[config.mk]
export PLATFORM = sky130hd
export DESIGN_NAME = mhdp_div
export DESIGN_NICKNAME = d
export VERILOG_FILES = /design/src/mhdp_pkg.sv /design/src/mhdp_div.sv
export SDC_FILE = /design/constraint.sdc
export NUM_CORES = 1
export LEC_CHECK = 0
export ABC_AREA = 1
export CAP_MARGIN = 10
export CELL_PAD_IN_SITES_DETAIL_PLACEMENT = 1
export CELL_PAD_IN_SITES_GLOBAL_PLACEMENT = 2
export CORE_UTILIZATION = 34
export CTS_CLUSTER_SIZE = 24
export DETAILED_ROUTE_END_ITERATION = 12
export DONT_BUFFER_PORTS = 1
export PLACE_DENSITY = 0.79
export SKIP_CTS_REPAIR_TIMING = 1
export SLEW_MARGIN = 25
export SYNTH_ARGS = -nofsm -noshare
export SYNTH_HDL_FRONTEND = slang
export SYNTH_SLANG_ARGS = --single-unit
export TNS_END_PERCENT = 20
[constraint.sdc]
create_clock -name i_clk -period 3.7 [get_ports i_clk]
set_clock_uncertainty 0.05 [all_clocks]
set_input_delay 0.555 -clock i_clk [delete_from_list [all_inputs] [get_ports i_clk]]
set_output_delay 0.555 -clock i_clk [all_outputs]
set_load 0.02 [all_outputs]
[src/mhdp_pkg.sv]
// Shared types and constants for the monotone hull step block.
// No dependencies; used by mhdp_div and monotone_hull_dp_step_top.
package mhdp_pkg;

    localparam int HullDepth = 4096;              // power of two
    localparam int AddrW     = $clog2(HullDepth);
    localparam int CntW      = AddrW + 1;

    localparam int HeightW = 20;
    localparam int JumpW   = 40;
    localparam int CostW   = 62;
    localparam int SlopeW  = 22;
    localparam int WideW   = 64;
    localparam int DenW    = 22;

    localparam logic signed [WideW:0] CostMax = 65'sh0_3FFF_FFFF_FFFF_FFFF;

    typedef struct packed {
        logic signed [SlopeW-1:0] slope;
        logic signed [WideW-1:0]  icpt;
        logic signed [WideW-1:0]  start_x;
    } t_line;

    typedef enum logic [3:0] {
        S_IDLE, S_QRD, S_QCHK, S_QMUL, S_QSUM, S_INS0, S_INS1,
        S_DIVW, S_INS2, S_WR, S_OUT
    } t_state;

endpackage

[src/mhdp_div.sv]
// Bit-serial signed-by-positive divider returning the ceiling of num/den.
// Depends on mhdp_pkg for widths.
module mhdp_div (
    input  logic                                 i_clk,
    input  logic                                 i_rst_n,
    input  logic                                 i_start,
    input  logic signed [mhdp_pkg::WideW-1:0]    i_num,
    input  logic        [mhdp_pkg::DenW-1:0]     i_den,
    output logic                                 o_done,
    output logic signed [mhdp_pkg::WideW-1:0]    o_quot
);
    localparam int MagW = mhdp_pkg::WideW - 1;

    logic                          r_busy, n_busy;
    logic                          r_done;
    logic [5:0]                    r_cnt;
    logic                          r_neg;
    logic [MagW-1:0]               r_q;
    logic [mhdp_pkg::DenW:0]       r_rem;
    logic [mhdp_pkg::DenW-1:0]     r_den;
    logic [mhdp_pkg::DenW:0]       w_shift;
    logic [mhdp_pkg::DenW:0]       w_diff;
    logic                          w_ge;
    logic [MagW-1:0]               w_abs;

    assign w_abs   = i_num[mhdp_pkg::WideW-1] ? MagW'(-i_num) : i_num[MagW-1:0];
    assign w_shift = {r_rem[mhdp_pkg::DenW-1:0], r_q[MagW-1]};
    assign w_ge    = w_shift >= {1'b0, r_den};
    assign w_diff  = w_shift - {1'b0, r_den};
    assign n_busy  = i_start ? 1'b1 : (r_busy && r_cnt != 6'(MagW - 1));

    always_ff @(posedge i_clk) begin
        if (!i_rst_n) begin
            r_busy <= 1'b0;
            r_done <= 1'b0;
            r_cnt  <= '0;
        end else begin
            r_busy <= n_busy;
            r_done <= r_busy && !n_busy;
            r_cnt  <= i_start ? '0 : r_cnt + 6'd1;
        end
    end

    always_ff @(posedge i_clk) begin
        if (i_start) begin
            r_neg <= i_num[mhdp_pkg::WideW-1];
            r_q   <= w_abs;
            r_rem <= '0;
            r_den <= i_den;
        end else if (r_busy) begin
            r_rem <= w_ge ? w_diff : w_shift;
            r_q   <= {r_q[MagW-2:0], w_ge};
        end
    end

    // Truncated magnitude is r_q once the loop ends; round up for positive
    // numerators with a remainder, negate for negative ones.
    always_comb begin
        if (r_neg)
            o_quot = -$signed({1'b0, r_q});
        else
            o_quot = $signed({1'b0, r_q}) + ((r_rem != '0) ? 64'sd1 : 64'sd0);
    end
    assign o_done = r_done;

endmodule

==> flow_summary.yaml, run 1 <==
clock_tree:
  cts_tree: "built"
  clk_path_buf_depth: 2
  ctsRootBufferMaster: "clkbuf_16"
  clkLatencyLatePin_ps: 440
  clock_sinks: 117
  path_clk_slew_ps: 60
  numCtsBuffers: 17
  htree_levels: 4
yosys:
  syn_nets: 2362
  yosysWarnings: 0
  synth-main-ff-cell: "edfxtp_1"
  synth_cell_types: 41
  synthTopCellsByCount: "807 x nand2_1, 355 x nor2_1, 244 x inv_1"
  synth_edf_count: 86
  async_reset_ff_share_pct: 0
  yosysMostFrequentCell: "nand2_1"
  ys_seq_area_share_pct: 24.6
  ys_top_cells_by_area: "nand2_1 23%, edfxtp_1 20%, nor2_1 10%, nand3_1 7.3%, xor2_1 7.2%"
  syn_area_um2: 13000
  syn-instance-count: 2244
  yosys.area.top_type_share_pct: 23.3
  yosys_register_bits: 117
  synth_area_per_cell_um2: 5.79
  yosys.area.top_type: "nand2_1"
floorplanning:
  fp.coreArea_um2: 37700
  dieArea_um2: 39000
  io_pins: 154
  rows: 71
  die_height_um: 198
  initial_core_util_pct: 34.5
  die_w_um: 198
sta:
  setup_violations: 0
  post-route-period-util_pct: 97.8
  fmax_mhz: 276
  setup-tns-final_ps: 0
  tightest_slew_ps: 815
  max-slew-margin-rel_pct: 45.6
  worst_slack_ps: 82.1
  layout_min_cycle_time_ps: 3620
  drv_slew: 0
  hold_viol: 0
  rsz0062_at_grt: "yes"
global_routing:
  grt_pass1_wl_um: 85400
  grt_max_degree: 76
  overflow: 0
  grt_antenna_before_repair: 0
  grt_pass1_vias: 14722
  grt_util_all_layers_pct: 29.2
placement:
  portBuffers: 0
  pre_cts_ws_ps: 280
  place.gp.congestion: 1.00
  dpl_cell_area_um2: 13600
  place_hpwl_um: 46900
  post-place-cells: 2728
setup_path:
  r2r.worst_path.cells: 14
  critical_path_class: "reg2out"
  r2r_start: "r_q[62]$_DFFE_PP_"
  critPathMaxFanout: 4
  worst_ep_required_time_ps: 3090
  slowest_delay_ps: 540
  worstReg2RegEnd: "r_rem[8]$_SDFFE_PP0P_"
  reg2reg_setup_slack_ps: 970
  cp_slowest_cell: "o21ai_0"
  crit_path_end_kind: "primary output"
  crit_start: "r_q[0]$_DFFE_PP_"
  crit_arrival_ps: 3010
  path_cells: "inv_1, ha_1, inv_1, nor2_1, nand2_1, nor2_1, xor2_1, o21ai_0"
  startpoint_type: "flop"
finish:
  diodes: 0
  syn2layout_area_growth_pct: 10.2
  drive_gt1_share_pct: 6.13
  stdcell_area_um2: 14300
  stdcell_count: 2761
  fin_nets: 2355
drt:
  drt_iter0_drc: 874
  drc: 0
  routed_wl_um: 56300
  drtAntennaViolNets: 0
  wl_per_cell_um: 20.4
  drt_pass1_iterations: 5
  vias: 14454
  routed_via_density: 5.24
min_path:
  worstHoldStart: "i_den[19]"
  min_path_type: "in2reg"
  hold_depth: 0
  worstHoldEndpoint: "r_den[19]$_DFFE_PP_"
pwr:
  power.leakage_uw: 0.00619
  power_density_nw_per_um2: 332
  total_power_uw: 4750
  vdd_drop_max_mv: 0.281
flow_run:
  cap_violations: 0
run_status:
  outcome: "finished, final reports clean"
==> state kept, by name (all words and copies together), names as in the netlist <==
signal and cells:
r_den 22, r_rem 23, r_cnt 6, o_done 1, r_q 63, r_busy 1
r_neg 1
==> cell families (layout without fill, tap and decap cells) <==
logic type | after synthesis | count (layout) | share of synthesized area (%)
buffers and inverters | 318 | 324 | 9.49
adder cells (fa/ha/maj) | 29 | 29 | 2.85
flip-flops | 117 | 117 | 24.6
XOR/XNOR | 124 | 124 | 8.35
AO/OA/AOI/OAI | 140 | 140 | 5.68
AND/OR/NAND/NOR | 1516 | 1516 | 49.0
==> worst max-delay path: cells and delay by family (launching register included) <==
family                   cells  cell delay [ps]
AO/OA/AOI/OAI                1              540
AND/OR/NAND/NOR              3              830
XOR/XNOR                     1              120
adder cells (fa/ha/maj)      1              320
flip-flops                   1              430
buffers and inverters        2              340
==> cell usage in the layout (no fill, tap or decap), types with 4 or more instances in the layout <==
cell type / n
clkbuf_16: 18
o22ai_1: 4
nand4_1: 45
nor3_2: 9
nor3_1: 51
xnor2_1: 17
nor2_4: 5
ha_1: 26
nand2_2: 11
o21ai_1: 9
nor4_1: 4
o211ai_1: 4
xor2_1: 107
nand2_1: 803
edfxtp_1: 86
o21ai_0: 89
a21oi_1: 26
and2_1: 4
o21ai_2: 4
inv_6: 4
inv_1: 243
nand3_1: 190
dfxtp_1: 31
nor2_2: 15
inv_2: 13
nand3_2: 4
nor2_1: 353
buf_4: 35
nand3b_1: 13
==> power by group <==
part           switching (uW)  internal (uW)  leakage, uW
registers                 221           1550      0.00112
logic                     886            354      0.00476
clock network             678           1070     0.000300
total                    1780           2970      0.00619
==> metal layers <==
| layer | share of wire [%] | up-vias | wire [um] | track usage, % |
|---|---|---|---|---|
| met5 | 0 | - | 0 | 0 |
| met2 | 43 | 396 | 24000 | 45.1 |
| li1 | - | 7113 | - | - |
| met1 | 49 | 6880 | 27600 | 41.5 |
| met4 | 2.5 | 0 | 1410 | 9.04 |
| met3 | 5.9 | 65 | 3330 | 4.20 |
==> metrics by stage <==
stage,hold slack (ps),util [%]
final,160,38.0
after floorplan,380,-
after detailed placement,413,36.2
after global routing,139,38.0
after CTS,138,37.9
after global placement,394,36.2
==> final cells by class <==
type                    instances  area, um^2
flip-flops and latches        117        3200
clock buffers                  19         464
multi-input cells            1809        8610
fillers                      5156       23300
inverters                     256         961
well taps                     511         639
repair buffers                 36         283
clock inverters                13         159
==> worst max-delay path by stage <==
stage                       endpoint  slack (ps)  depth (start not counted)
global route              o_quot[14]         -70                         14
CTS                       o_quot[20]        -220                         13
finish                    o_quot[30]          80                          8
detailed placement        o_quot[20]         280                         13
floorplan           r_q[0]$_DFFE_PP_         360                          4
global placement          o_quot[20]         320                         13
(Power assumes the default switching activity.)
==> run 2: changes to the inputs <==
- CORE_UTILIZATION: 34 -> 35
- CTS_BUF_LIST: unset -> sky130_fd_sc_hd__clkbuf_2
- PLACE_DENSITY: 0.79 -> 0.81
==> flow_summary.yaml, run 2 (synthesized netlist as in run 1, its figures left out) <==
setup_path:
  critical_path_class: "reg2out"
  path_cells: "inv_2, nand4_1, nor3_4, nand4_1, ha_4, ha_4, nand3_4, nor2_4, nand2_4, nor3_4, a21oi_2, xor2_1, buf_4"
  crit_arrival_ps: 3230
  crit_path_end_kind: "primary output"
  worst_ep_required_time_ps: 3090
  crit_start: "r_rem[6]$_SDFFE_PP0P_"
  r2r_start: "r_q[62]$_DFFE_PP_"
  startpoint_type: "flop"
  path_delay_family: "simple AND/OR/NAND/NOR gates"
  cp_slowest_cell: "dfxtp_2"
  slowest_delay_ps: 370
  worst-path-buf-inv: 2
  critPathMaxFanout: 4
sta:
  drv_slew: 0
  worst_slack_ps: -136
  layout_min_cycle_time_ps: 3840
  whs_ps: 16.6
  post-route-period-util_pct: 104
  setup_violations: 27
  tightest_slew_ps: 884
  max-slew-margin-rel_pct: 40.5
  hold_viol: 0
  rsz0062_at_grt: "yes"
  fmax_mhz: 261
finish:
  final_cell_mix: "780 x nand2_1, 340 x nor2_1, 233 x inv_1"
  fin_nets: 2418
  largest_reg_flops: 63
  stdcell_count: 2782
  reg.largest.list: "r_q x63, r_rem x23, r_den x22"
  drive_gt1_share_pct: 9.99
  top_register: "r_q"
  stdcell_area_um2: 15000
  syn2layout_area_growth_pct: 15.0
  final_common_cell: "nand2_1"
  fillers: 5020
  final_core_util_pct: 40.8
min_path:
  worstHoldStart: "i_num[37]"
  min_path_type: "in2reg"
floorplanning:
  die_height_um: 195
  rows: 70
  dieArea_um2: 37900
  io_pins: 154
  initial_core_util_pct: 35.5
  die_w_um: 195
  fp.coreArea_um2: 36600
placement:
  portBuffers: 0
  dpl_cell_area_um2: 13500
  pre_cts_ws_ps: 181
  post-place-cells: 2675
  place.gp.congestion: 0.957
  place_hpwl_um: 47000
clock_tree:
  ctsRootBufferMaster: "clkbuf_2"
  cts_tree: "built"
  clk_path_buf_depth: 2
  htree_levels: 4
  numCtsBuffers: 17
  clock_sinks: 117
  clkLatencyLatePin_ps: 790
  path_clk_slew_ps: 210
pwr:
  power_density_nw_per_um2: 267
  vdd_drop_max_mv: 0.156
  power.leakage_uw: 0.00642
global_routing:
  overflow: 0
  grt_pass1_wl_um: 85400
  grt_util_all_layers_pct: 29.8
  grt_antenna_before_repair: 1
  grt_max_degree: 76
  grt_pass1_vias: 14580
drt:
  routed_wl_um: 57600
  wl_per_cell_um: 20.7
  drtAntennaViolNets: 0
  drc: 0
  drt_iter0_drc: 950
  drt_pass1_iterations: 4
  routed_via_density: 5.28
  vias: 14679
run_status:
  outcome: "complete, but fails checks"
  violations: "negative setup slack"
flow_run:
  cap_violations: 0
run 2: final timing paths:
path	depth (start not counted)	end	slack (ps)
setup / recovery	13	o_quot[20]	-140
hold reg to reg	2	r_cnt[5]$_SDFF_PP0_	440
hold / removal	2	r_q[37]$_DFFE_PP_	20
setup reg to reg	14	r_rem[17]$_SDFFE_PP0P_	890
run 2: through the flow:
stage          power (uW)  TNS (ps)
2_1_floorplan        2560         0
3_3_place_gp         2960         0
3_5_place_dp         2980         0
4_1_cts              3860    -22490
5_1_grt              4210    -10330
6_report             4000     -1370
run 2: area by class of cell:
class / instances / area (um^2) / area share (%)
clock inverters: 14 / 141 / 0.946
multi-input cells: 1809 / 9010 / 60.3
flip-flops and latches: 117 / 3220 / 21.5
clock buffers: 18 / 90.1 / 0.603
inverters: 256 / 972 / 6.50
repair buffers: 99 / 930 / 6.22
diodes: 1 / 2.50 / 0.0167
well taps: 468 / 586 / 3.92
run 2: layer usage:
layer  part of all wire, %  track usage (%)
met5                     0                0
met3                   5.4             3.87
met4                   2.6             9.08
met1                    49             43.3
met2                    43             45.6
run 2: power breakdown:
group          internal [uW]  leakage [uW]  switching (uW)
combinational            407       0.00515             946
clock                    268      0.000142             602
sequential              1540       0.00113             230
run 2: worst reg2reg max path, stage by stage (launching register included):
cell,delay [ps]
edfxtp_1,540
inv_1,190
ha_1,240
inv_1,110
nand3_1,100
nand2_2,140
nand2_1,90
nand2_2,110
nand2_1,130
nand2_1,120
nand2_2,180
nand2_4,330
nand3_1,220
nand2_1,110
nand2_1,50
